[src/rtl/core/fet_pkg.sv]
// ----------------------------------------------------------------------------
// fet_pkg
// shared widths, payload structs and divider request/response types for the
// one-sided fisher exact unit
// ----------------------------------------------------------------------------
package fet_pkg;

    localparam int COUNT_W     = 10;
    localparam int COUNT_MAX   = 1023;
    localparam int TABLE_DEPTH = 4096;
    localparam int ADDR_W      = $clog2(TABLE_DEPTH);
    localparam int LF_W        = 48;
    localparam int P_W         = 32;
    localparam int DIV_W       = 64;

    typedef struct packed {
        logic [COUNT_W-1:0] count_a;
        logic [COUNT_W-1:0] count_b;
        logic [COUNT_W-1:0] count_c;
        logic [COUNT_W-1:0] count_d;
    } fet_in_t;

    typedef struct packed {
        logic [P_W-1:0] p_value;
        logic           saturated;
    } fet_out_t;

    typedef struct packed {
        logic             start;
        logic [DIV_W-1:0] dividend;
        logic [DIV_W-1:0] divisor;
    } div_req_t;

    typedef struct packed {
        logic             done;
        logic [DIV_W-1:0] quotient;
        logic [DIV_W-1:0] remainder;
    } div_rsp_t;

endpackage

[src/rtl/core/fet_div.sv]
// ----------------------------------------------------------------------------
// fet_div
// radix-2 restoring divider, one quotient bit per cycle, done pulses once
// when quotient and remainder are ready
// ----------------------------------------------------------------------------
module fet_div import fet_pkg::*; (
    input  logic     aclk,
    input  logic     aresetn,
    input  div_req_t req,
    output div_rsp_t rsp
);

    localparam int CNT_W = $clog2(DIV_W);

    logic [DIV_W-1:0] rem_reg, rem_next;
    logic [DIV_W-1:0] quo_reg, quo_next;
    logic [DIV_W-1:0] dvs_reg, dvs_next;
    logic [CNT_W-1:0] cnt_reg, cnt_next;
    logic             busy_reg, busy_next;
    logic             done_reg, done_next;
    logic [DIV_W:0]   rem_sh;
    logic [DIV_W:0]   rem_sub;
    logic             ge;

    assign rem_sh  = {rem_reg, quo_reg[DIV_W-1]};
    assign rem_sub = rem_sh - {1'b0, dvs_reg};
    assign ge      = rem_sh >= {1'b0, dvs_reg};

    always_comb begin
        rem_next  = rem_reg;
        quo_next  = quo_reg;
        dvs_next  = dvs_reg;
        cnt_next  = cnt_reg;
        busy_next = busy_reg;
        done_next = 1'b0;
        if (req.start) begin
            rem_next  = '0;
            quo_next  = req.dividend;
            dvs_next  = req.divisor;
            cnt_next  = '0;
            busy_next = 1'b1;
        end else if (busy_reg) begin
            rem_next = ge ? rem_sub[DIV_W-1:0] : rem_sh[DIV_W-1:0];
            quo_next = {quo_reg[DIV_W-2:0], ge};
            cnt_next = CNT_W'(cnt_reg + 1'b1);
            if (cnt_reg == CNT_W'(DIV_W - 1)) begin
                busy_next = 1'b0;
                done_next = 1'b1;
            end
        end
    end

    always_ff @(posedge aclk) begin
        if (!aresetn) begin
            busy_reg <= 1'b0;
            done_reg <= 1'b0;
            cnt_reg  <= '0;
        end else begin
            busy_reg <= busy_next;
            done_reg <= done_next;
            cnt_reg  <= cnt_next;
        end
        rem_reg <= rem_next;
        quo_reg <= quo_next;
        dvs_reg <= dvs_next;
    end

    assign rsp.done      = done_reg;
    assign rsp.quotient  = quo_reg;
    assign rsp.remainder = rem_reg;

endmodule

[config.mk]
export PLATFORM = sky130hd
export DESIGN_NAME = fet_div
export DESIGN_NICKNAME = d
export VERILOG_FILES = /design/src/rtl/core/fet_pkg.sv /design/src/rtl/core/fet_div.sv
export SDC_FILE = /design/constraint.sdc
export NUM_CORES = 1
export LEC_CHECK = 0
export ABC_CLOCK_PERIOD_IN_PS = 3400
export BUFFER_PORTS_ARGS = -buffer_cell sky130_fd_sc_hd__clkbuf_2
export CORE_ASPECT_RATIO = 2
export CORE_UTILIZATION = 50
export DETAILED_ROUTE_END_ITERATION = 6
export PLACE_DENSITY = 0.85
export SYNTH_ARGS = -nofsm -noshare
export SYNTH_HDL_FRONTEND = slang
export SYNTH_SLANG_ARGS = --single-unit
[constraint.sdc]
create_clock -name aclk -period 3.4 [get_ports aclk]
set_input_delay 0.34 -clock aclk [delete_from_list [all_inputs] [get_ports aclk]]
set_output_delay 0.34 -clock aclk [all_outputs]
set_load 0.05 [all_outputs]
Word-level counts from Yosys, hierarchy flattened
Index checks and enable logic that the tools add are counted.
Widths: inputs -> output; s select.

operators by class
  $add $sub $neg = 2
  $lt $le $gt $ge = 1
  equal/unequal tests = 1
  multiplexer cells = 7
  bitwise operators = 2
  reductions and logical operators = 3

operator list
  cell                 count
  $mux 64              3
  $ge 65x64->1         1
  $sub 64x64->64       1
  $add 6x1->6 const B  1
  $eq 6x6->1 const B   1
  $mux 1               4
  $reduce_or 3->1      1
  $not 1->1            2
  $reduce_bool 2->1    1
  $reduce_or 2->1      1

storage, ports and cells
  bits in registers = 200
  input bits = 131
  output and inout bits = 129
  logic and storage cells = 22

Longest topological paths before layout
  word-level depth = 4
  gate-level depth with buffers = 15
  depth with buffers taken out = 13

Least setup slack after synthesis
Ideal clock, no wire load.

  kind = reg2reg
  start point = register quo_reg[63]
  end point = register rem_reg[50]
  setup time = 0.088 ns
  arrival time = 3.347 ns
  data required time = 3.312 ns
  path slack = -0.035 ns
  cell stages (with the launch flop) = 14
  path buffers = 0
  period minus slack after synthesis = 3.435 ns
  cells stage by stage = edfxtp_1 -> inv_1 -> ha_1 -> fa_1 -> and2b_1 -> o2111ai_1 -> a311o_1 -> a211oi_2 -> or4b_1 -> nand2_2 -> nor2_1 -> nor4_1 -> or4_1 -> a311oi_2

on the way
  longest elaborated chain between the ends = 2
  elaborated cells on any way between the ends = 3
  classes of those cells = add/sub (1); order compare (1); mux (1)

ends and longest elaborated chain
  element                                         line                          source
  start, declared                                 fet_div.sv:16                 logic [DIV_W-1:0] quo_reg, quo_next;
  start signal, assigned                          fet_div.sv:64                 quo_reg <= quo_next;
  $sub 64x64->64 or $ge 65x64->1 (tied branches)  fet_div.sv:26, fet_div.sv:27
  $mux 64 *                                       fet_div.sv:43                 rem_next = ge ? rem_sub[DIV_W-1:0] : rem_sh[DIV_W-1:0];
  end signal, assigned                            fet_div.sv:63                 rem_reg <= rem_next;
  end, declared                                   fet_div.sv:15                 logic [DIV_W-1:0] rem_reg, rem_next;

Every way passes the cells marked *; elsewhere a longest branch is shown, timed or not.
A chain may end at the register's enable or synchronous reset.

Final worst setup path
  start point = register quo_reg[63]
  end point = register rem_reg[40]

Same word-level chain as after synthesis.

==> results.md <==
- Status: finished with violations
- Failing checks: design-rule violations
- Worst-skew pair later-pin latency: ~470 ps
- Tot GR Track Use: 0.278
- Drt wl/cell: 19.0 um
- Reg2reg setup slack: 90 ps
- Min-Delay Endpoint: dvs_reg[5]$_DFFE_PP_
- CP Capture Type: register
- CTS tree: yes
- Path length in cells of the critical path: 13
- Antenna Cells: 0
- Crit path DAT: approximately 3700 ps
- FP Rows: 79
- Slowest stage cell, crit path: a311o_1
- Die Ht: 220 um
- Core area: 23300 um^2
- Async SR Flop Fraction: 0
- CP max stage delay: 420 ps
- Setup CP Type: reg2reg
- Reg clk slew, reported paths: 80 ps
- Final Hold Fails: 0
- Top post-synthesis cells by area: edfxtp_1 32%, dfxtp_1 12%, ha_1 6.8%
- Largest net degree at the start of global routing: 65
- Initial antenna violation count: 0
- Routability cong.: approximately 0.96
- Register area share after synthesis: 0.444
- Grt total ovfl: 0
- Fin util: 0.613
- Top-area cell type share of the netlist area: 0.323
- Slew Limit Fails: 0
- Initial core utilization: 0.510
- Area Growth Syn to Fin: 20.3%
- Fillers: 1947
- HPWL Detailed: around 26 mm
- Number of global-route vias before repair: 10.8k
- Reg2reg start: quo_reg[63]$_DFFE_PP_
- Slew HR: 0.452
- Synth unique cells: 73
- Iteration-0 DRC Markers: 919
- DR DRC count: 18
- #FFs+latches synth: 200
- Fmax: 0.302 GHz
- Startpoint types: register
- Leak: 6.30 nW
- Pre-antenna DRT Iters: 7
- Share of layout cells above drive strength 1: 0.285
- Post-route ant nets: 0
- Worst hold path depth: 1
- RR Endpoint: rem_reg[40]$_SDFFE_PP0P_
- CP max FO: 3
- Via/cell ratio: 5.96
- Worst endpoint required time: 3780 ps
- Syn Inst Count: 1231
- Hold buffer count at cts: 0
- Critical-path cell list: inv_1 -> ha_1 -> fa_2 -> and2b_2 -> o2111ai_2 -> a311o_1 -> a211o_1 -> nand2_2 -> a21oi_1 -> o31ai_1 -> xor2_1 -> mux2i_1 -> a211oi_1
- Clock Path Buffers: 2
- Vias: 10.6k
- Setup TNS: 0 ps
- Final worst path period share: 0.973
- Die Wd: 111 um
- R2R cell count: 13
- Commonest non-fill, non-tap cells in the layout: 258 x clkbuf_2, 128 x edfxtp_1, 116 x nor2_1
- Num Clock Sinks: 200
- Die area: 24500 um^2
- Hold Crit Class: in2reg
- Worst-Margin Slew: 821 ps
- Commonest non-fill, non-tap cell in the layout: clkbuf_2
- H-tree levels: 4
- Power density over the cells: 511 nW/um^2
- Top_reg_cell synth: edfxtp_1
- # Max-Cap Violations: 0
- Syn nets: 1428
- VDD IR max: 0.406 mV
- Min Tclk post-route: 3310 ps
- Largest area contributor in the netlist: edfxtp_1
- First-pass GRT wire length: 52.6 mm
- Wire length after detailed routing: ~34 mm
- Root Buffer: clkbuf_16
- Delay-heaviest family, CP: compound AO/OA/AOI/OAI gates
- WP buf/inv: 1
- Ys Warns: 0
- Setup Skew: 11.7 ps
- Mapped cell area: between 10000 and 15000 um^2
- Port Buf Inserts: 259
- Synth Area per Inst: 9.67 um^2
- Hold Startpoint: req[5]
- CTS Buf Count: 17
- Setup Viol. Count Final: 0
- Final Net Count: 1673
- Number of enable flip-flop cells after synthesis: 128
- Num ports: 260
==> routing by layer <==
| metal | track usage | up-vias | routed length (um) |
|---|---|---|---|
| met2 | 0.517 | 481 | 17900 |
| li1 | - | 4997 | - |
| met1 | 0.262 | 4919 | 11200 |
| met3 | 0.0690 | 157 | 2290 |
| met4 | 0.213 | 0 | 2330 |
| met5 | 0 | - | 0 |
==> layout make-up <==
class                      instances  area [um^2]  share of cell area
multi-input combinational        876         6100               0.427
sequential                       200         5290               0.370
timing repair buffer             293         1620               0.113
clock buffer                      18          439              0.0307
tap                              283          354              0.0247
inverter                          88          330              0.0231
clock inverter                    14          174              0.0122
==> synth_stat cells, drive strengths merged (3+ instances only) <==
cell	n
edfxtp	128
nor2	117
a21oi	109
inv	87
nand2	79
dfxtp	72
ha	65
mux2	63
o21ai	63
a211oi	56
clkbuf	51
xor2	32
nor3	27
a21o	25
nand4	23
xnor2	23
mux2i	21
nand3	19
o21a	19
buf	17
nand2b	13
a31oi	9
and3	9
o21bai	8
o31ai	8
or2	8
o22ai	7
nor2b	6
a21boi	5
a32oi	5
nor4	5
and2	4
or3	4
a311oi	3
nor3b	3
o211ai	3
o311a	3
o31a	3
or4	3
==> power by group <==
group,switching [mW],internal (mW)
clock network,1.07,1.02
registers,0.156,2.82
logic,1.50,0.753
total,2.72,4.59
==> per-stage QoR <==
step / setup WS [ps] / area, um^2 / hold WS, ps / std cells / power (mW)
final: 91.3 / 14300 / 40.0 / 1772 / 7.31
after global routing: -5.96 / 14300 / 23.0 / 1772 / 7.61
after CTS: 33.9 / 14200 / 21.7 / 1768 / 7.29
after detailed placement: 61.5 / 13600 / 502 / 1736 / 5.20
after global placement: 144 / 13600 / 470 / 1736 / 5.16
after floorplan: 3.22 / 11900 / 439 / 1231 / 4.59
==> kinds of logic after synthesis <==
group | Yosys count | share of synthesized area
and+or+nand+nor | 324 | 0.126
adders and majority gates | 66 | 0.0700
DFF | 200 | 0.444
xor gates and xnor gates | 55 | 0.0405
AOI/OAI and AO/OA | 346 | 0.189
muxes | 84 | 0.0773
buffers and inverters | 156 | 0.0524
==> worst max-delay path by stage <==
stage,from,endpoint,slack (ps)
6_report,quo_reg[63]$_DFFE_PP_,rem_reg[40]$_SDFFE_PP0P_,90
5_1_grt,dvs_reg[8]$_DFFE_PP_,rem_reg[10]$_SDFFE_PP0P_,-6
4_1_cts,quo_reg[63]$_DFFE_PP_,rem_reg[50]$_SDFFE_PP0P_,30
3_5_place_dp,quo_reg[63]$_DFFE_PP_,rem_reg[50]$_SDFFE_PP0P_,60
3_3_place_gp,quo_reg[63]$_DFFE_PP_,rem_reg[54]$_SDFFE_PP0P_,140
2_1_floorplan,quo_reg[63]$_DFFE_PP_,rem_reg[50]$_SDFFE_PP0P_,3
==> what timing repair did <==
action / in CTS / in global routing
setup buffers: 0 / 3
resized for setup: 0 / 27
endpoints found under the setup margin: 0 / 50
Power figures use the tool's default switching activity.
